===== src/rtl/sgps_ram.sv =====
// ----------------------------------------------------------------------------
// sgps_ram
// Generic single-write, single-read RAM with registered read data.
// ----------------------------------------------------------------------------
module sgps_ram #(
  parameter int WIDTH = 8,
  parameter int DEPTH = 256
) (
  input  logic                     clk,
  input  logic                     we,
  input  logic [$clog2(DEPTH)-1:0] waddr,
  input  logic [WIDTH-1:0]         wdata,
  input  logic                     re,
  input  logic [$clog2(DEPTH)-1:0] raddr,
  output logic [WIDTH-1:0]         rdata
);

  logic [WIDTH-1:0] mem [DEPTH];
  logic [WIDTH-1:0] rdata_r;

  always_ff @(posedge clk) begin
    if (we) begin
      mem[waddr] <= wdata;
    end
    if (re) begin
      rdata_r <= mem[raddr];
    end
  end

  assign rdata = rdata_r;

endmodule


===== config.mk =====
export PLATFORM = sky130hd
export DESIGN_NAME = sgps_ram
export DESIGN_NICKNAME = d
export VERILOG_FILES = /design/src/rtl/sgps_ram.sv
export SDC_FILE = /design/constraint.sdc
export NUM_CORES = 2
export LEC_CHECK = 0
export BUFFER_PORTS_ARGS = -buffer_cell sky130_fd_sc_hd__buf_2
export CAP_MARGIN = 40
export CORE_AREA = 5 5 406 408
export CTS_CLUSTER_SIZE = 30
export DETAILED_ROUTE_END_ITERATION = 10
export DIE_AREA = 0 0 411 413
export PLACE_DENSITY = 0.77
export SLEW_MARGIN = 5
export SYNTH_ARGS = -nofsm -noshare
export SYNTH_HDL_FRONTEND = slang
export SYNTH_SLANG_ARGS = --single-unit

===== constraint.sdc =====
create_clock -name clk -period 7.85 [get_ports clk]
set_input_delay 1.57 -clock clk [delete_from_list [all_inputs] [get_ports clk]]
set_output_delay 1.57 -clock clk [all_outputs]
set_load 0.05 [all_outputs]

==> reports/qor.csv <==
stage;metric;value;unit
worst_setup_path;arrival;5.30;ns
pwr;leakage;27.4;nW
clocking;post_cts_resized;0;
global_routing;grt_pass1_vias;40000;
detailed_routing;wl_met1;70.2;mm
clocking;hold_buffers;0;
clocking;cts_max_level;4;
synthesis;ys_seq_area_share;77.5;%
detailed_routing;wl_per_cell;31.4;um
timing;rsz0062_at_grt;no;
place;io_buffer_count;34;
run;max-cap-violations;0;
synthesis;synth.avg_cell_area;21.3;um^2
timing;fmax;211;MHz
worst_setup_path;startpoint;raddr[0];
timing;tightest_slew;1.44;ns
pwr;ir_worst_vdd;0.000229;V
pwr;power_density;253;mW/mm^2
clocking;post-cts-setup-buffers;0;
timing;period_share;60.5;%
clocking;clock_latency;0.83;ns
global_routing;grt_usage;23.1;%
clocking;cts_tree;built;
floorplanning;fp.dieW;411;um
detailed_routing;drc;0;
synthesis;async_flop_share;0;%
worst_setup_path;crit_required;8.40;ns
synthesis;synth_edf_count;2056;
place;dp.cells;5854;
detailed_routing;wl_met3;24.1;mm
clocking;root_buffer;clkbuf_16;
clocking;numCtsBuffers;192;
detailed_routing;vias;40100;
clocking;clk_pin_slew_worst_paths;0.07;ns
clocking;cts_sinks;2056;
worst_setup_path;start_kind;input pin;
pwr;p_total;22.5;mW
timing;finalHoldViolCount;0;
synthesis;netlist.area_leader.share;77.5;%
cells_and_area;layout-drive-gt1-share;23.2;%
global_routing;antenna_found_initial;10;
synthesis;syn-instance-count;3733;
outcome;run_status;complete, no violations;
synthesis;yosys.area.top_type;edfxtp_1;
cells_and_area;utilization;55.2;%
worst_setup_path;r2r-start;mem[210][3]$_DFFE_PP_;
timing;setup_viol;0;
place;gp_congestion;0.869;
clocking;clk_path_buf_depth;3;
hold_path;min-delay-start;mem[41][3]$_DFFE_PP_;
synthesis;syn_nets;3760;
place;hpwl;115;mm
worst_setup_path;end_kind;register;
cells_and_area;layout.nets;3910;
global_routing;grt_max_degree;176;
timing;slew_viol_final;0;
detailed_routing;ant_nets;0;
synthesis;ys_ff_latch;2056;
detailed_routing;drt_first_pass_iters;8;
detailed_routing;dr.first_iter.drc_count;6209;
floorplanning;core;0.161;mm^2
global_routing;grt_pass1_wl;284;mm
synthesis;yosysWarnings;0;
timing;finalCriticalPeriod;4.75;ns
detailed_routing;met2_length;93.7;mm
synthesis;synth_flop_cell;edfxtp_1;
cells_and_area;nFillCells;11500;
worst_setup_path;crit_fanout;61;
detailed_routing;drt-vias-per-instance;6.44;
timing;finClkSkew;0.0464;ns
synthesis;ys_types;54;
cells_and_area;syn_to_final_growth;11.8;%
floorplanning;die_h;413;um
global_routing;gr-total-overflow;0;
hold_path;hold_class;reg2reg;
cells_and_area;final_cells;6229;
timing;finalSetupTns;0;ns
timing;relSlewSlack;3.82;%
detailed_routing;highest_layer;met5;
synthesis;synth_area_leaders;edfxtp_1 78%, mux4_2 13%, mux2i_1 1.7%;
floorplanning;initial_utilization;49.4;%
floorplanning;dieArea;0.170;mm^2
worst_setup_path;setup.worst_path.class;in2reg;
floorplanning;fp-row-count;148;
floorplanning;io_pins;35;
detailed_routing;routed_wl;196;mm
synthesis;syn_area;0.0796;mm^2
[worst max-delay path, stage by stage]
cell      delay (ns)
buf_8           0.52
buf_12          0.42
buf_12          0.32
mux4_2          0.53
o211ai_1        0.26
nand3_1         0.17
nor4_1          0.87
buf_2           0.31
nor4_2          0.05
[final cells by class]
class | count | area (um^2) | area share, %
flip-flops and latches | 2056 | 61700 | 69.3
repair buffers | 189 | 1750 | 1.96
diodes | 10 | 25.0 | 0.0281
inverters | 2 | 7.51 | 0.00843
clock buffers | 224 | 4950 | 5.56
clock inverters | 131 | 1360 | 1.53
multi-input cells | 1442 | 16500 | 18.5
well taps | 2175 | 2720 | 3.06
[synth_stat cells (3+ instances only)]
| cell | number |
|---|---|
| a22o_1 | 8 |
| nor2b_1 | 31 |
| buf_4 | 27 |
| edfxtp_1 | 2056 |
| o211ai_1 | 10 |
| nor4_1 | 24 |
| nand2b_1 | 8 |
| or2_2 | 4 |
| o21ai_0 | 10 |
| mux4_2 | 454 |
| a21oi_1 | 96 |
| o22a_1 | 5 |
| buf_2 | 31 |
| nor2_1 | 282 |
| mux2i_1 | 134 |
| a211oi_1 | 16 |
| nand3_1 | 34 |
| buf_1 | 22 |
| nand2_1 | 33 |
| o221ai_1 | 46 |
| o32ai_1 | 4 |
| buf_12 | 8 |
| nand4_1 | 10 |
| clkbuf_1 | 111 |
| nor3_1 | 22 |
| buf_8 | 13 |
| a221oi_1 | 13 |
| nor4_2 | 3 |
| and2_1 | 6 |
| a22oi_1 | 133 |
| o22ai_1 | 28 |
| buf_6 | 21 |
[layout by cell type, fill, tap and decap left out, types with 28 or more instances in the layout]
cell / instances
a21oi_1: 96
a22oi_1: 133
buf_2: 30
buf_4: 120
clkbuf_1: 31
clkbuf_16: 193
clkinv_1: 49
clkinv_2: 40
edfxtp_1: 2056
mux2i_1: 134
mux4_2: 454
nand2_1: 33
nand3_1: 34
nor2_1: 279
nor2b_1: 28
o221ai_1: 46
o22ai_1: 28
[cell families (layout without fill, tap and decap cells)]
group | count (synthesis) | after routing | synth area share (%)
other cells | 0 | 10 | 0
buf+inv | 235 | 546 | 1.83
mux | 591 | 591 | 14.6
simple gates | 466 | 466 | 2.63
compound gates | 385 | 385 | 3.42
flops | 2056 | 2056 | 77.5
[registers in the layout (all words and copies together) (netlist names)]
| name | cells |
|---|---|
| rdata | 8 |
| mem | 2048 |
[metal layers]
metal  vias up  global-route usage [%]
met5         -                       0
met4         4                    8.02
met3       470                    5.81
met2      2863                    36.2
met1     20800                    31.9
li1      16000                       -
[worst paths after layout]
path / end / slack [ns] / cells after the start
hold / removal: rdata[3]$_DFFE_PP_ / 1.17 / 6
hold reg to reg: rdata[3]$_DFFE_PP_ / 1.17 / 6
setup reg to reg: rdata[3]$_DFFE_PP_ / 4.97 / 6
setup / recovery: rdata[0]$_DFFE_PP_ / 3.10 / 9
[stage by stage]
stage / hold slack [ns] / worst slack [ns] / instance area [um^2]
2_1_floorplan: 0.864 / 4.20 / 79600
3_3_place_gp: 1.11 / 2.24 / 82000
3_5_place_dp: 1.14 / 2.43 / 82600
4_1_cts: 1.15 / 3.31 / 88900
5_1_grt: 1.17 / 3.03 / 89000
6_report: 1.17 / 3.10 / 89000
[power breakdown]
part	switching (mW)	internal (mW)
registers	0.0189	12.1
logic	0.725	0.366
clock network	4.05	5.26
total	4.79	17.7
Power figures use the tool's default switching activity.
