--- src/rtl/sgps_pkg.sv ---
// ----------------------------------------------------------------------------
// sgps_pkg
// Shared types and constants for the scalar gain point smoother.
// ----------------------------------------------------------------------------
package sgps_pkg;

  // Field widths
  localparam int COORD_W    = 24;   // Q8.16 coordinate
  localparam int LEVEL_W    = 16;   // integer intensity
  localparam int REG_W      = 32;   // Q16.16 registers
  localparam int FRAC_W     = 16;   // fraction bits of Q16.16
  localparam int CFG_ADDR_W = 2;

  // Beat layout of tdata, lowest field first
  localparam int X_LSB     = 0;
  localparam int Y_LSB     = X_LSB + COORD_W;
  localparam int Z_LSB     = Y_LSB + COORD_W;
  localparam int LEVEL_LSB = Z_LSB + COORD_W;
  localparam int TDATA_W   = LEVEL_LSB + LEVEL_W;

  // Register reset values
  localparam logic [REG_W-1:0] MEAS_GAIN_RST = 32'd65536;    // 1.0
  localparam logic [REG_W-1:0] NOISE_VAR_RST = 32'd131072;   // 2.0
  localparam logic [REG_W-1:0] INIT_VAR_RST  = 32'd6553600;  // 100.0

  // Intensity written on every updated point
  localparam logic [LEVEL_W-1:0] UPDATED_LEVEL = 16'd50;

  // Coordinate saturation limits
  localparam logic signed [COORD_W-1:0] COORD_MAX = 24'sh7FFFFF;
  localparam logic signed [COORD_W-1:0] COORD_MIN = 24'sh800000;

  // Configuration register indexes
  typedef enum logic [CFG_ADDR_W-1:0] {
    REG_MEAS_GAIN = 2'd0,
    REG_NOISE_VAR = 2'd1,
    REG_INIT_VAR  = 2'd2
  } sgps_reg_t;

  // What happens to one point
  typedef enum logic [1:0] {
    MODE_LOAD,    // first unheld frame: copy raw point
    MODE_UPDATE,  // later unheld frame: filter toward raw point
    MODE_HOLD,    // held frame: return stored point
    MODE_DROP     // beyond store capacity
  } sgps_mode_t;

  // One stored / emitted point
  typedef struct packed {
    logic [LEVEL_W-1:0]        level;
    logic signed [COORD_W-1:0] z;
    logic signed [COORD_W-1:0] y;
    logic signed [COORD_W-1:0] x;
  } sgps_point_t;

  // Control from the sequencer to the merge stage
  typedef struct packed {
    logic       load;   // capture a result beat once the output register can take it
    sgps_mode_t mode;
    logic       last;
  } sgps_ctl_t;

endpackage

--- src/rtl/sgps_gain.sv ---
// ----------------------------------------------------------------------------
// sgps_gain
// Gain and variance update, run once per filtered frame. One shared
// 32x32 multiplier and a restoring divider that yields one quotient bit
// per cycle: K = P*H*2^16 / (H*P*H + R), then P *= (1 - K*H).
// ----------------------------------------------------------------------------
module sgps_gain import sgps_pkg::*; (
  input  logic             clk,
  input  logic             rst_n,
  input  logic             start,
  input  logic             var_load,    // init_var write before priming
  input  logic [REG_W-1:0] var_value,
  input  logic [REG_W-1:0] meas_gain,
  input  logic [REG_W-1:0] noise_var,
  output logic             done,
  output logic [REG_W-1:0] gain
);

  localparam int PROD_W  = 2 * REG_W;
  localparam int NUM_W   = REG_W + FRAC_W;   // ph << 16
  localparam int DEN_W   = REG_W + 1;
  localparam int CNT_W   = $clog2(NUM_W);
  localparam int FACT_W  = FRAC_W + 1;
  localparam logic [CNT_W-1:0]  DIV_LAST = CNT_W'(NUM_W - 1);
  localparam logic [FACT_W-1:0] ONE_Q16  = FACT_W'(1) << FRAC_W;

  typedef enum logic [3:0] {
    G_IDLE, G_MPH, G_MHPH, G_DEN, G_DIV, G_GAIN, G_MKH, G_MVAR, G_WVAR
  } gstate_t;

  gstate_t             state_r, state_nxt;
  logic [REG_W-1:0]    var_r, var_nxt;
  logic [REG_W-1:0]    gain_r, gain_nxt;
  logic [PROD_W-1:0]   prod_r, prod_nxt;
  logic [REG_W-1:0]    ph_r, ph_nxt;
  logic [DEN_W-1:0]    den_r, den_nxt;
  logic [DEN_W-1:0]    rem_r, rem_nxt;
  logic [NUM_W-1:0]    num_r, num_nxt;
  logic [NUM_W-1:0]    quo_r, quo_nxt;
  logic [CNT_W-1:0]    cnt_r, cnt_nxt;

  logic [REG_W-1:0]    mul_a, mul_b;
  logic [PROD_W-1:0]   mul_p;
  logic [REG_W-1:0]    prod_sat;
  logic [DEN_W:0]      trial;
  logic                fits;
  logic [FACT_W-1:0]   factor;

  // Shared multiplier
  assign mul_p = PROD_W'(mul_a) * PROD_W'(mul_b);

  // Q16.16 product shifted down and clamped to 32 bits
  assign prod_sat = (|prod_r[PROD_W-1:REG_W+FRAC_W]) ? '1
                                                     : prod_r[REG_W+FRAC_W-1:FRAC_W];

  // Divider step
  assign trial = {rem_r, num_r[NUM_W-1]};
  assign fits  = trial >= (DEN_W+1)'(den_r);

  // 1 - K*H, clamped at zero
  assign factor = (|prod_r[PROD_W-1:REG_W]) ? '0
                                            : ONE_Q16 - FACT_W'(prod_r[REG_W-1:FRAC_W]);

  always_comb begin
    state_nxt = state_r;
    var_nxt   = var_r;
    gain_nxt  = gain_r;
    prod_nxt  = prod_r;
    ph_nxt    = ph_r;
    den_nxt   = den_r;
    rem_nxt   = rem_r;
    num_nxt   = num_r;
    quo_nxt   = quo_r;
    cnt_nxt   = cnt_r;
    mul_a     = var_r;
    mul_b     = meas_gain;
    case (state_r)
      G_IDLE: begin
        if (var_load) begin
          var_nxt = var_value;
        end
        if (start) begin
          state_nxt = G_MPH;
        end
      end
      G_MPH: begin
        prod_nxt  = mul_p;                 // P*H
        state_nxt = G_MHPH;
      end
      G_MHPH: begin
        ph_nxt    = prod_sat;
        mul_a     = prod_sat;
        prod_nxt  = mul_p;                 // (P*H)*H
        state_nxt = G_DEN;
      end
      G_DEN: begin
        den_nxt   = DEN_W'(prod_sat) + DEN_W'(noise_var);
        rem_nxt   = '0;
        num_nxt   = {ph_r, {FRAC_W{1'b0}}};
        quo_nxt   = '0;
        cnt_nxt   = '0;
        state_nxt = G_DIV;
      end
      G_DIV: begin
        rem_nxt = fits ? DEN_W'(trial - (DEN_W+1)'(den_r)) : trial[DEN_W-1:0];
        quo_nxt = {quo_r[NUM_W-2:0], fits};
        num_nxt = num_r << 1;
        cnt_nxt = cnt_r + 1'b1;
        if (cnt_r == DIV_LAST) begin
          state_nxt = G_GAIN;
        end
      end
      G_GAIN: begin
        // zero denominator: full gain unless the numerator is zero too
        if (den_r == '0) begin
          gain_nxt = (ph_r != '0) ? '1 : '0;
        end else if (|quo_r[NUM_W-1:REG_W]) begin
          gain_nxt = '1;
        end else begin
          gain_nxt = quo_r[REG_W-1:0];
        end
        state_nxt = G_MKH;
      end
      G_MKH: begin
        mul_a     = gain_r;
        prod_nxt  = mul_p;                 // K*H
        state_nxt = G_MVAR;
      end
      G_MVAR: begin
        mul_b     = REG_W'(factor);
        prod_nxt  = mul_p;                 // P*(1-K*H)
        state_nxt = G_WVAR;
      end
      G_WVAR: begin
        var_nxt   = prod_r[REG_W+FRAC_W-1:FRAC_W];
        state_nxt = G_IDLE;
      end
      default: begin
        state_nxt = G_IDLE;
      end
    endcase
  end

  always_ff @(posedge clk) begin
    prod_r <= prod_nxt;
    ph_r   <= ph_nxt;
    den_r  <= den_nxt;
    rem_r  <= rem_nxt;
    num_r  <= num_nxt;
    quo_r  <= quo_nxt;
    cnt_r  <= cnt_nxt;
    if (!rst_n) begin
      state_r <= G_IDLE;
      var_r   <= INIT_VAR_RST;
      gain_r  <= '0;
    end else begin
      state_r <= state_nxt;
      var_r   <= var_nxt;
      gain_r  <= gain_nxt;
    end
  end

  assign done = (state_r == G_WVAR);
  assign gain = gain_r;

endmodule

--- config.mk ---
export PLATFORM = sky130hd
export DESIGN_NAME = sgps_gain
export DESIGN_NICKNAME = d
export VERILOG_FILES = /design/src/rtl/sgps_pkg.sv /design/src/rtl/sgps_gain.sv
export SDC_FILE = /design/constraint.sdc
export NUM_CORES = 2
export LEC_CHECK = 0
export BUFFER_PORTS_ARGS = -buffer_cell sky130_fd_sc_hd__buf_2
export CAP_MARGIN = 20
export CORE_MARGIN = 5
export CORE_UTILIZATION = 45
export CTS_CLUSTER_DIAMETER = 200
export DETAILED_ROUTE_END_ITERATION = 10
export PLACE_DENSITY = 0.71
export SLEW_MARGIN = 20
export SYNTH_ARGS = -nofsm -noshare
export SYNTH_HDL_FRONTEND = slang
export SYNTH_SLANG_ARGS = --single-unit
--- constraint.sdc ---
create_clock -name clk -period 12.7 [get_ports clk]
set_clock_uncertainty 0.15 [all_clocks]
set_input_delay 1.905 -clock clk [delete_from_list [all_inputs] [get_ports clk]]
set_output_delay 1.905 -clock clk [all_outputs]
set_load 0.02 [all_outputs]
==> impl_metrics.ini <==
[clock_tree]
cts_resized = 0
clk_pin_slew_worst_paths_ps = 60
cts_sinks = 300
h-tree-depth = 2
postCtsHoldBufs = 0
cts_tree = yes
cts_made_buffers = 34
cts_setup_buffers = 0
clock-root-buffer = clkbuf_16
clk-insertion-delay-late_ps = 540
cts_max_path_buffers = 3

[routing]
wl_um = 153900
vias = 38152
post-route-drc-count = 0
ant_nets = 0
drt_iter0_drc = 3663
drt_first_pass_iters = 6
routedWlPerCell_um = 23.19
vias_per_cell = 5.751

[die]
initial_core_util_pct = 45.35
die_w_um = 335.9
rows = 119
die-area_um2 = 112800
core_area_um2 = 105400
die_y_um = 335.9
io_pins = 133

[final_layout]
layout_commonest_cell = inv_1
utilization_pct = 48.49
layout_common_cells = inv_1 (920), fa_1 (897), nor2_1 (684)
syn_to_final_growth_pct = 6.928
fillers = 9863
drive_gt1_share_pct = 6.585
fin_nets = 6539

[logic_synthesis]
synthCells = 5227
synthesis.nets = 6551
ys_ff_latch = 300
avgSynthCellArea_um2 = 9.145
yosys.cell_types.count = 81
synth_top_flop_cell = edfxtp_1
yosys_warnings = 0
ys_seq_area_share_pct = 17.42
synth_edf_count = 232
syn_area_um2 = 47800
synthArstFlopShare_pct = 0

[worst_setup_path]
path_class = reg -> reg
worst_ep_required_time_ps = 12830
critPathLaunch = prod_r[17]
cpMostUsedCell = fa_1
startpoint_type = register
r2r-end = prod_r[62]
crit_slowest_cell = a22o_1
r2r-start = prod_r[17]
cp_max_fo = 17
reg2reg_depth = 33
reg2reg_slack_ps = 1610
crit_arrival_ps = 11210
cp_slowest_stage_delay_ps = 990
critical_path.endpoint_type = register

[sta]
grt_setup_unrepaired = false
max_slew_margin_pct = 16.57
finalHoldViolCount = 0
finalSetupViolCount = 0
slew_viol_final = 0
post-route-period-util_pct = 87.30
fin_hold_ws_ps = 358.7
finalSetupTns_ps = 0
timing.fmax_mhz = 90.19
tightest_slew_ps = 1251
period_needed_ps = 11090
layout_setup_ws_ps = 1613

[run_status]
outcome = completed

[place]
io_buffers = 132
dpl.hpwl_um = 118500
pre_cts_ws_ps = 1851
place_congestion = 0.9912

[flow_run]
maxCapViolations = 0

[global_route]
antenna_found_initial = 3
grt_pass1_wl_um = 235700
grt_max_degree = 70
grt_overflow = 0
grt_pass1_vias = 39702
grtUsageTotal_pct = 27.39

[min_path]
whs_endpoint = num_r[42]
hold_class = reg -> reg
hold_path_depth = 2
hold_start = num_r[41]
## how the worst max path moves through the flow
stage,to,cells after the start
2_1_floorplan,prod_r[53],33
3_3_place_gp,prod_r[62],26
3_5_place_dp,prod_r[58],29
4_1_cts,prod_r[62],33
5_1_grt,prod_r[57],33
6_report,prod_r[62],33
## per-stage QoR
stage                     area, µm²  cells
final                         51120   6634
after global routing          51110   6630
after CTS                     51090   6629
after detailed placement      49980   6569
after global placement        49950   6567
after floorplan               47800   5227
## cells in the mapped netlist (all sizes together), types with 7 or more instances
cell,number,area [µm²]
a211oi,12,90.09
xnor2,78,683.2
nand3,29,145.1
or3,11,68.82
nand2b,85,531.8
a21o,83,623.1
and2,39,244.0
o21ai,145,725.7
o211a,30,300.3
or2,21,131.4
fa,897,17960
nand4,26,168.9
nor2,690,2600
buf,17,71.32
nor3,18,90.09
mux2i,47,470.5
a21boi,7,52.55
o21a,16,120.1
o21bai,13,97.59
ha,327,4091
a22oi,15,112.6
a22o,11,96.34
nand2,681,2556
dfxtp,68,1361
o22ai,15,93.84
a31oi,14,87.58
edfxtp,232,6967
xor2,48,420.4
and3,64,400.4
o211ai,25,187.7
clkbuf,261,979.7
a21oi,170,858.3
nor4,31,234.0
inv,920,3453
nor2b,15,93.84
## kinds of logic after synthesis
kind of cell,Yosys count,synth area share [%]
AO/OA/AOI/OAI,600,8.138
XOR/XNOR,126,2.309
adder cells (fa/ha/maj),1224,46.12
buffers and inverters,1198,9.423
flip-flops,300,17.42
multiplexers,48,1.008
AND/OR/NAND/NOR,1731,15.58
## flip-flops by register name, indices dropped and copies added (netlist names)
signal   flops
gain        32
den_r       33
rem_r       33
prod_r      48
state_r      4
num_r       32
quo_r       48
cnt_r        6
var_r       32
ph_r        32
## critical path: cells and delay by family (launching register included)
kind / cells / cell delay, ps
simple gates: 7 / 1950
fa+ha+maj: 9 / 4260
xor+xnor: 2 / 220
buf+inv: 5 / 290
compound gates: 10 / 3450
flops: 1 / 500
## layer usage
layer  wire length (µm)  GRT usage [%]
met5                 84              0
met4               9253          12.89
met3              18460          8.195
met2              69140          43.16
met1              56930          34.92
## layout make-up
cell class | count | area, µm² | area share (%)
multi-input combinational | 3729 | 35060 | 68.58
sequential | 300 | 8328 | 16.29
inverter | 920 | 3453 | 6.756
tap | 1391 | 1740 | 3.405
timing repair buffer | 230 | 1425 | 2.788
clock buffer | 46 | 968.4 | 1.895
clock inverter | 14 | 132.6 | 0.2595
antenna | 4 | 10.01 | 0.01958
Power is not shown: default switching activity piles up to over one toggle a cycle in this logic, so the estimate is an artifact.
