### src/rtl/sgps_pkg.sv
// ----------------------------------------------------------------------------
// sgps_pkg
// Shared types and constants for the scalar gain point smoother.
// ----------------------------------------------------------------------------
package sgps_pkg;

  // Field widths
  localparam int COORD_W    = 24;   // Q8.16 coordinate
  localparam int LEVEL_W    = 16;   // integer intensity
  localparam int REG_W      = 32;   // Q16.16 registers
  localparam int FRAC_W     = 16;   // fraction bits of Q16.16
  localparam int CFG_ADDR_W = 2;

  // Beat layout of tdata, lowest field first
  localparam int X_LSB     = 0;
  localparam int Y_LSB     = X_LSB + COORD_W;
  localparam int Z_LSB     = Y_LSB + COORD_W;
  localparam int LEVEL_LSB = Z_LSB + COORD_W;
  localparam int TDATA_W   = LEVEL_LSB + LEVEL_W;

  // Register reset values
  localparam logic [REG_W-1:0] MEAS_GAIN_RST = 32'd65536;    // 1.0
  localparam logic [REG_W-1:0] NOISE_VAR_RST = 32'd131072;   // 2.0
  localparam logic [REG_W-1:0] INIT_VAR_RST  = 32'd6553600;  // 100.0

  // Intensity written on every updated point
  localparam logic [LEVEL_W-1:0] UPDATED_LEVEL = 16'd50;

  // Coordinate saturation limits
  localparam logic signed [COORD_W-1:0] COORD_MAX = 24'sh7FFFFF;
  localparam logic signed [COORD_W-1:0] COORD_MIN = 24'sh800000;

  // Configuration register indexes
  typedef enum logic [CFG_ADDR_W-1:0] {
    REG_MEAS_GAIN = 2'd0,
    REG_NOISE_VAR = 2'd1,
    REG_INIT_VAR  = 2'd2
  } sgps_reg_t;

  // What happens to one point
  typedef enum logic [1:0] {
    MODE_LOAD,    // first unheld frame: copy raw point
    MODE_UPDATE,  // later unheld frame: filter toward raw point
    MODE_HOLD,    // held frame: return stored point
    MODE_DROP     // beyond store capacity
  } sgps_mode_t;

  // One stored / emitted point
  typedef struct packed {
    logic [LEVEL_W-1:0]        level;
    logic signed [COORD_W-1:0] z;
    logic signed [COORD_W-1:0] y;
    logic signed [COORD_W-1:0] x;
  } sgps_point_t;

  // Control from the sequencer to the merge stage
  typedef struct packed {
    logic       load;   // capture a result beat once the output register can take it
    sgps_mode_t mode;
    logic       last;
  } sgps_ctl_t;

endpackage

### src/rtl/sgps_merge.sv
// ----------------------------------------------------------------------------
// sgps_merge
// Joins the lane results with the stored or raw point, forms the
// write-back point and holds the result beat until the sink takes it.
// ----------------------------------------------------------------------------
module sgps_merge import sgps_pkg::*; (
  input  logic                      clk,
  input  logic                      rst_n,
  input  sgps_ctl_t                 ctl,
  input  sgps_point_t               raw_pt,
  input  sgps_point_t               stored_pt,
  input  logic signed [COORD_W-1:0] lane_x,
  input  logic signed [COORD_W-1:0] lane_y,
  input  logic signed [COORD_W-1:0] lane_z,
  output logic                      can_load,
  output sgps_point_t               wb_pt,
  output logic                      out_tvalid,
  input  logic                      out_tready,
  output logic [TDATA_W-1:0]        out_tdata,
  output logic                      out_tlast,
  output logic                      out_tuser
);

  sgps_point_t pt_r;
  logic        valid_r, last_r, ovf_r;
  logic        ovf;

  // Pick the point for this beat
  always_comb begin
    wb_pt = '0;
    ovf   = 1'b0;
    case (ctl.mode)
      MODE_LOAD: begin
        wb_pt = raw_pt;
      end
      MODE_UPDATE: begin
        wb_pt.x     = lane_x;
        wb_pt.y     = lane_y;
        wb_pt.z     = lane_z;
        wb_pt.level = UPDATED_LEVEL;
      end
      MODE_HOLD: begin
        wb_pt = stored_pt;
      end
      default: begin
        ovf = 1'b1;
      end
    endcase
  end

  assign can_load = !valid_r || out_tready;

  // Output register
  always_ff @(posedge clk) begin
    if (ctl.load && can_load) begin
      pt_r   <= wb_pt;
      last_r <= ctl.last;
      ovf_r  <= ovf;
    end
    if (!rst_n) begin
      valid_r <= 1'b0;
    end else if (ctl.load && can_load) begin
      valid_r <= 1'b1;
    end else if (out_tready) begin
      valid_r <= 1'b0;
    end
  end

  assign out_tvalid = valid_r;
  assign out_tdata  = {pt_r.level, pt_r.z, pt_r.y, pt_r.x};
  assign out_tlast  = last_r;
  assign out_tuser  = ovf_r;

endmodule
### config.mk
export PLATFORM = sky130hd
export DESIGN_NAME = sgps_merge
export DESIGN_NICKNAME = d
export VERILOG_FILES = /design/src/rtl/sgps_pkg.sv /design/src/rtl/sgps_merge.sv
export SDC_FILE = /design/constraint.sdc
export NUM_CORES = 1
export LEC_CHECK = 0
export BUFFER_PORTS_ARGS = -buffer_cell sky130_fd_sc_hd__buf_2
export CAP_MARGIN = 10
export CORE_AREA = 2 2 171 173
export DETAILED_ROUTE_END_ITERATION = 8
export DIE_AREA = 0 0 173 175
export SYNTH_ARGS = -nofsm -noshare
export SYNTH_HDL_FRONTEND = slang
export SYNTH_SLANG_ARGS = --single-unit
export TNS_END_PERCENT = 100
### constraint.sdc
create_clock -name clk -period 4.5 [get_ports clk]
set_clock_uncertainty 0.15 [all_clocks]
set_input_delay 0.675 -clock clk [delete_from_list [all_inputs] [get_ports clk]]
set_output_delay 0.675 -clock clk [all_outputs]
set_load 0.01 [all_outputs]
==> results.toml, run 1 <==
[sta]
slew_headroom = 0.2458
hold_viol = 0
rsz0062_at_grt = "no"
setup_tns_ns = 0
worst_pin_slew_ns = 1.131
clock.fmax_ghz = 0.3318
setup_violations = 0
fin_crit_sh = 0.6698
finalMaxSlewViolations = 0
post-route-min-period_ns = 3.014

[final_layout]
syn_to_final_growth_pct = 63.97
layout.nets = 980
drive_gt1_frac = 0.6288

[grt]
grt_pass1_wl_mm = 26.57
grt_max_degree = 81
grt_usage = 0.1161
grt_pass1_vias = 4469
grt_overflow = 0
antenna_found_initial = 3

[yosys]
synth_fa_ha_area_frac = 0
yosys.area_share.simple = 0.02049
synth_compound_area_frac = 0.1471
synthMuxAreaShare = 0.1883
synth.most_common_cell = "edfxtp_1"
avgSynthCellArea_sq_um = 15.01
synth-seq-area-share = 0.6026
ys.flop_type = "edfxtp_1"
syn_nets = 556
synth.top_cell.area_share = 0.5982
yosys-top-cells-count = "edfxtp_1, mux2i_1, o2bb2ai_1"
syn_inst = 301
yosysTopAreaCell = "edfxtp_1"
async_flop_share = 0
ys_ff_latch = 91
ys_top_cells_by_area = "edfxtp_1, mux2i_1, o2bb2ai_1"
synth-edff-count = 90
synth_top_family_by_area = "multiplexers"
synth-xor-area-share = 0
yosysUniqueCellTypes = 15
synth-warning-count = 0
netlist_area_sq_mm = 0.004518

[worst_setup_path]
cp-start-kind = "input pin"
worstSetupPathType = "input pin to output pin"
cp_data_arrival_time_ns = 2.19
cp.required_ns = 3.67
endpoint_kind = "output pin"
worstPathMaxFanout = 43
r2r_cells = 3

[clocking]
cts_setup_buffers = 0
htree_num_levels = 3
clock_path_buffers = 2
cts.sinks = 91
clk_latency_ns = 0.34
root_buffer = "clkbuf_16"
cts.reportedPaths.clkPinSlew_ns = 0.07
cts_resized = 0
ctsHoldBuffers = 0
cts-buffers-inserted = 9
cts_tree = "built"

[placement]
numPortBuffers = 434
gp_congestion = 0.8361
dp_hpwl_mm = 14.49

[power]
swShare = 0.2726
vdd_ir_drop_max_uv = 182.0
cellPowerDensity_mw_per_mm2 = 332.4
net-switching-power_uw = 671.2
p_leak_nw = 3.562
power_frac_clock = 0.374
p_int_mw = 1.791
p_total_mw = 2.463
comb_power_share = 0.207
seqPwrFrac = 0.419

[die]
dieArea_sq_mm = 0.03028
die-height_um = 175
coreArea_sq_mm = 0.02839
rows = 62
ioPinCount = 435
start_util = 0.1591
die_w_um = 173

[routing]
vias = 4414
via_per_inst = 3.959
drt-initial-drc-count = 147
wirelength_mm = 18.28
drcViolationCount = 0
wl_per_cell_um = 16.40
drt_pass1_iterations = 4
ant_nets = 0

[min_path]
hold_depth = 1
worstHoldPathType = "input pin to flip-flop"

[run_status]
status = "completed"

[job]
cap_violations = 0
-- layout make-up --
class	count	area (sq um)
multi-input cells	181	1610
diodes	1	2.502
inverters	1	3.754
repair buffers	441	2242
clock buffers	9	225.2
fillers	3049	20980
flip-flops and latches	91	2723
well taps	384	480.5
clock inverters	7	121.4
-- layout by cell type (no fill, tap or decap) --
cell	n
inv_1	1
o2bb2ai_1	75
buf_2	432
buf_4	8
a21boi_1	1
clkbuf_16	9
nor2_1	16
and2_1	1
edfxtp_1	90
bufinv_16	3
buf_12	1
nor2b_4	1
clkinv_2	1
nand2b_1	1
inv_6	3
diode_2	1
and2_4	1
mux2i_1	85
dfxtp_1	1
-- kinds of logic (layout without fill, tap and decap cells) --
logic type             count (synthesis)  in the layout
AND/OR/NAND/NOR                       20             20
other                                  0              1
buffers and inverters                 29            458
multiplexers                          85             85
flip-flops                            91             91
AO/OA/AOI/OAI                         76             76
-- layer usage --
metal	global-route usage	routed length [um]
met5	0	27
met4	0.04202	429
met3	0.04069	1615
met2	0.2067	9226
met1	0.1275	6984
-- final timing paths --
path	start	to	slack (ns)
max	ctl[2]	wb_pt[79]	1.49
min	ctl[0]	out_tlast	0.36
max reg2reg	out_tvalid	out_tdata[66]	2.28
min reg2reg	out_tvalid	out_tvalid	0.40
-- registers in the layout, indices dropped and copies added, names as in the netlist --
| register | count |
|---|---|
| out_tvalid | 1 |
| out_tuser | 1 |
| out_tdata | 88 |
| out_tlast | 1 |
-- critical path, stage by stage --
cell	delay [ns]
buf_4	0.32
buf_4	0.53
mux2i_1	0.15
nor2_1	0.25
buf_2	0.19
-- power groups by stage --
stage	combinational [mW]	sequential, mW	clock (mW)
after floorplan	0.197	1.09	0
after global placement	0.510	1.05	0
after detailed placement	0.516	1.05	0
after CTS	0.517	1.03	0.963
after global routing	0.553	1.04	0.992
final	0.510	1.03	0.921
-- stage by stage --
stage | setup slack [ns] | hold slack, ns | cell area (sq um) | utilization | instances
finish | 1.486 | 0.3602 | 7408 | 0.2609 | 1115
CTS | 1.453 | 0.3324 | 7406 | 0.2608 | 1114
detailed placement | 1.460 | 0.3931 | 7059 | 0.2486 | 1098
global placement | 1.542 | 0.3902 | 7059 | 0.2486 | 1098
floorplan | 0.9117 | 0.4475 | 4518 | - | 301
global route | 1.340 | 0.3305 | 7408 | 0.2609 | 1115
(Power assumes the default switching activity.)
==> run 2: changes to the inputs <==
--- a/config.mk
+++ b/config.mk
@@ -7,9 +7,9 @@
 export LEC_CHECK = 0
 export BUFFER_PORTS_ARGS = -buffer_cell sky130_fd_sc_hd__buf_2
 export CAP_MARGIN = 10
-export CORE_AREA = 2 2 171 173
+export CORE_AREA = 2 2 170 172
 export DETAILED_ROUTE_END_ITERATION = 8
-export DIE_AREA = 0 0 173 175
+export DIE_AREA = 0 0 172 174
 export SYNTH_ARGS = -nofsm -noshare
 export SYNTH_HDL_FRONTEND = slang
 export SYNTH_SLANG_ARGS = --single-unit
==> constraint.sdc (replaced) <==
create_clock -name clk -period 2.45 [get_ports clk]
set_clock_uncertainty 0.15 [all_clocks]
set_input_delay 0.3675 -clock clk [delete_from_list [all_inputs] [get_ports clk]]
set_output_delay 0.3675 -clock clk [all_outputs]
set_load 0.01 [all_outputs]
==> results.toml, run 2 (synthesis results as in run 1) <==
[sta]
clock.fmax_ghz = 0.4747
worst_pin_slew_ns = 0.6039
finalMaxSlewViolations = 0
hold_ws_ns = 0.04121
rsz0062_at_grt = "no"
hold_viol = 0
slew_headroom = 0.5974
setup_tns_ns = 0
post-route-min-period_ns = 2.107
setup_violations = 0
fin_crit_sh = 0.8598

[worst_setup_path]
cp_data_arrival_time_ns = 1.59
worstPathCellList = "buf_4 -> buf_12 -> mux2i_1 -> o2bb2ai_1 -> buf_2"
endpoint_kind = "output pin"
cp.required_ns = 1.93
worstPathMaxFanout = 34
cp-start-kind = "input pin"
slowest_delay_ns = 0.37
worstSetupPathType = "input pin to output pin"
cp_slowest_cell = "o2bb2ai_1"

[power]
comb_power_share = 0.218
power_frac_clock = 0.350
net-switching-power_mw = 1.196
cellPowerDensity_mw_per_mm2 = 586.6
seqPwrFrac = 0.431
vdd_ir_drop_max_uv = 256.4
swShare = 0.2726
p_leak_nw = 3.581
p_int_mw = 3.191
p_total_mw = 4.387

[grt]
grt_max_degree = 91
grt_usage = 0.1126
antenna_found_initial = 3
grt_pass1_vias = 4406
grt_overflow = 0
grt_pass1_wl_mm = 24.76

[min_path]
worstHoldPathType = "input pin to flip-flop"

[clocking]
cts_resized = 0
cts-buffers-inserted = 9
htree_num_levels = 3
clk_latency_ns = 0.35
ctsHoldBuffers = 0
cts_setup_buffers = 0
clock_path_buffers = 2
cts_tree = "built"
cts.reportedPaths.clkPinSlew_ns = 0.07
root_buffer = "clkbuf_16"
cts.sinks = 91

[routing]
vias = 4423
via_per_inst = 3.953
drt_pass1_iterations = 4
ant_nets = 0
drcViolationCount = 0
top_layer_used = "met4"
wirelength_mm = 17.88
drt-initial-drc-count = 160
met3WireLength_mm = 1.692
met2WireLength_mm = 9.064
wl_met1_mm = 6.725
wl_per_cell_um = 15.98

[die]
die-height_um = 174
start_util = 0.1600
ioPinCount = 435
dieArea_sq_mm = 0.02993
coreArea_sq_mm = 0.02824
rows = 62
die_w_um = 172

[placement]
numPortBuffers = 434
place_area_sq_mm = 0.007157
dp_hpwl_mm = 14.08
gp_congestion = 0.7746

[final_layout]
layout_common_cells = "buf_2, edfxtp_1, mux2i_1"
drive_gt1_frac = 0.6284
syn_to_final_growth_pct = 65.52
mostFrequentLayoutCell = "buf_2"
post-route-util = 0.2648
fin_area_sq_mm = 0.007478
layout.nets = 983
largest_reg_flops = 88

[run_status]
status = "completed"

[job]
cap_violations = 0
==> run 2: power by group through the flow <==
stage | Combinational, mW | Clock, mW | Sequential [mW]
floorplan | 0.362 | 0 | 1.99
global placement | 0.960 | 0 | 1.93
detailed placement | 0.971 | 0 | 1.93
CTS | 0.971 | 1.62 | 1.89
global route | 1.04 | 1.67 | 1.90
finish | 0.958 | 1.54 | 1.89
==> run 2: final cells by class <==
type	instances	area (sq um)
Multi-Input combinational cell	181	1610
Sequential cell	91	2723
Clock buffer	9	225.2
Antenna cell	3	7.507
Timing Repair Buffer	444	2340
Fill cell	3053	20760
Tap cell	384	480.5
Inverter	1	3.754
Clock inverter	6	88.84
==> run 2: final timing paths <==
| kind | slack [ns] | cells after the start | to | start |
|---|---|---|---|---|
| worst min-delay path | 0.04 | 1 | out_tlast | ctl[0] |
| worst min register to register | 0.38 | 2 | out_tvalid | out_tvalid |
| worst max register to register | 0.85 | 3 | out_tdata[35] | out_tvalid |
| worst max-delay path | 0.34 | 5 | wb_pt[69] | ctl[1] |
==> run 2: per-layer routing <==
layer / up-vias / track usage
met4: 0 / 0.04832
met3: 16 / 0.03939
met5: - / 0
met2: 257 / 0.2053
met1: 2058 / 0.1153
li1: 2092 / -
==> run 2: through the flow <==
step,cells,setup WS (ns)
2_1_floorplan,301,0.1638
3_3_place_gp,1101,0.3983
3_5_place_dp,1101,0.3701
4_1_cts,1116,0.3758
5_1_grt,1117,0.3396
6_report,1119,0.3434
==> run 2: worst max-delay path, delay by kind of cell <==
family,cells,cell delay (ns)
buffers and inverters,3,0.67
multiplexers,1,0.11
AO/OA/AOI/OAI,1,0.37
==> run 3: changes to the inputs <==
--- a/config.mk
+++ b/config.mk
@@ -10,6 +10,7 @@
 export CORE_AREA = 2 2 170 172
 export DETAILED_ROUTE_END_ITERATION = 8
 export DIE_AREA = 0 0 172 174
+export RECOVER_POWER = 100
 export SYNTH_ARGS = -nofsm -noshare
 export SYNTH_HDL_FRONTEND = slang
 export SYNTH_SLANG_ARGS = --single-unit
==> constraint.sdc (replaced) <==
create_clock -name clk -period 1.9 [get_ports clk]
set_clock_uncertainty 0.15 [all_clocks]
set_input_delay 0.285 -clock clk [delete_from_list [all_inputs] [get_ports clk]]
set_output_delay 0.285 -clock clk [all_outputs]
set_load 0.01 [all_outputs]
==> results.toml, run 3 (synthesis results as in run 1) <==
[run_status]
status = "completed"

[worst_setup_path]
cp.required_ns = 1.46
worstPathMaxFanout = 17
worstSetupPathType = "input pin to output pin"
cp_common_cell = "buf_4"
crit_family = "buffers and inverters"
cp-start-kind = "input pin"
endpoint_kind = "output pin"
crit_buf_inv = 4
rrSetupSlack_ns = 0.21
worstPathCellList = "buf_4 -> buf_12 -> mux2i_1 -> buf_4 -> o2bb2ai_2 -> clkbuf_1"
slowest_delay_ns = 0.31
cp_data_arrival_time_ns = 1.41
cp_slowest_cell = "o2bb2ai_2"

[placement]
dp_slack_ns = -0.2218
place_area_sq_mm = 0.007357
dp_hpwl_mm = 15.51
gp_congestion = 0.8150
dp_cells = 1126
numPortBuffers = 434

[final_layout]
instances_no_fill = 1143
drive_gt1_frac = 0.4137
syn_to_final_growth_pct = 65.61
post-route-util = 0.2650
layout_common_cells = "buf_2, clkbuf_1, edfxtp_1"
fin_area_sq_mm = 0.007482
largest_reg_flops = 88
layout.nets = 1009
n_antenna_cell = 0
fillers = 3095
mostFrequentLayoutCell = "buf_2"

[routing]
wl_met1_mm = 7.325
via_per_inst = 3.946
top_layer_used = "met4"
met3WireLength_mm = 1.670
met2WireLength_mm = 10.12
wl_per_cell_um = 16.99
wirelength_mm = 19.42
ant_nets = 0
drt-initial-drc-count = 162
vias = 4510
drt_pass1_iterations = 4
drcViolationCount = 0

[clocking]
cts.sinks = 91
clock_path_buffers = 2
htree_num_levels = 3
cts.reportedPaths.clkPinSlew_ns = 0.08
cts_tree = "built"
clk_latency_ns = 0.35
root_buffer = "clkbuf_16"
cts-buffers-inserted = 9

[sta]
rsz0062_at_grt = "no"
fin_crit_sh = 0.9707
hold_viol = 0
worst_pin_slew_ns = 0.5417
clock.fmax_ghz = 0.5422
finalMaxSlewViolations = 0
slew_headroom = 0.6389
hold_ws_ns = 0.04485
fin_ws_ns = 0.05561
setup_violations = 0
post-route-min-period_ns = 1.844
setup_tns_ns = 0

[die]
die-height_um = 174
ioPinCount = 435
coreArea_sq_mm = 0.02824
start_util = 0.1600
rows = 62
dieArea_sq_mm = 0.02993
die_w_um = 172

[power]
p_leak_nw = 3.177
vdd_ir_drop_max_uv = 445.6
cellPowerDensity_mw_per_mm2 = 766.2
p_total_mw = 5.733

[grt]
grt_pass1_wl_mm = 27.07
grt_max_degree = 47
grt_pass1_vias = 4662
grt_usage = 0.1230
grt_overflow = 0
antenna_found_initial = 0

[min_path]
worstHoldPathType = "input pin to flip-flop"

[job]
cap_violations = 0
-- run 3: cell count changes in the layout (fill, tap and decap cells not counted), sizes merged --
cell | before | now
clkinv | 1 | 2
inv | 3 | 4
clkbuf | 9 | 193
clkinvlp | 1 | 0
dlygate4sd3 | 0 | 1
buf | 444 | 285
diode | 3 | 0
-- run 3: worst reg2reg max path: cells and delay by family, from the launching register on --
| family | cells | cell delay, ns |
|---|---|---|
| and+or+nand+nor | 2 | 0.41 |
| buffers and inverters | 1 | 0.41 |
| DFF | 1 | 0.32 |
-- run 3: worst paths after layout --
path,from,end,cells past startpoint
max,ctl[1],wb_pt[5],6
min,rst_n,out_tvalid,2
max reg2reg,out_tvalid,out_tdata[68],3
min reg2reg,out_tvalid,out_tvalid,2
-- run 3: final cells by class --
class	count	area, sq um	area share
Clock inverter	7	96.34	0.01288
Tap cell	384	480.5	0.06421
Inverter	1	3.754	0.0005017
Sequential cell	91	2723	0.3639
Multi-Input combinational cell	181	1639	0.2191
Timing Repair Buffer	470	2315	0.3094
Clock buffer	9	225.2	0.03010
-- run 3: routing by layer --
| layer | vias up | track usage |
|---|---|---|
| li1 | 2130 | - |
| met5 | - | 0 |
| met1 | 2091 | 0.1299 |
| met2 | 274 | 0.2314 |
| met4 | 0 | 0.03501 |
| met3 | 15 | 0.03848 |
-- run 3: report_power, final --
group	internal [mW]	leakage, nW	switching [mW]	total (mW)
registers	2.40	0.900	0.0424	2.44
logic	0.532	2.12	0.714	1.25
clock network	1.17	0.161	0.880	2.05
total	4.10	3.18	1.64	5.73
-- run 3: timing repair --
item / in CTS / in global routing
setup endpoints to repair: 3 / 1
endpoints found under the hold margin: 1 / 0
buffers inserted: 0 / 0
pin swaps: 0 / 0
gates resized for setup: 4 / 1
hold buffers: 1 / 0
gates cloned: 0 / 0
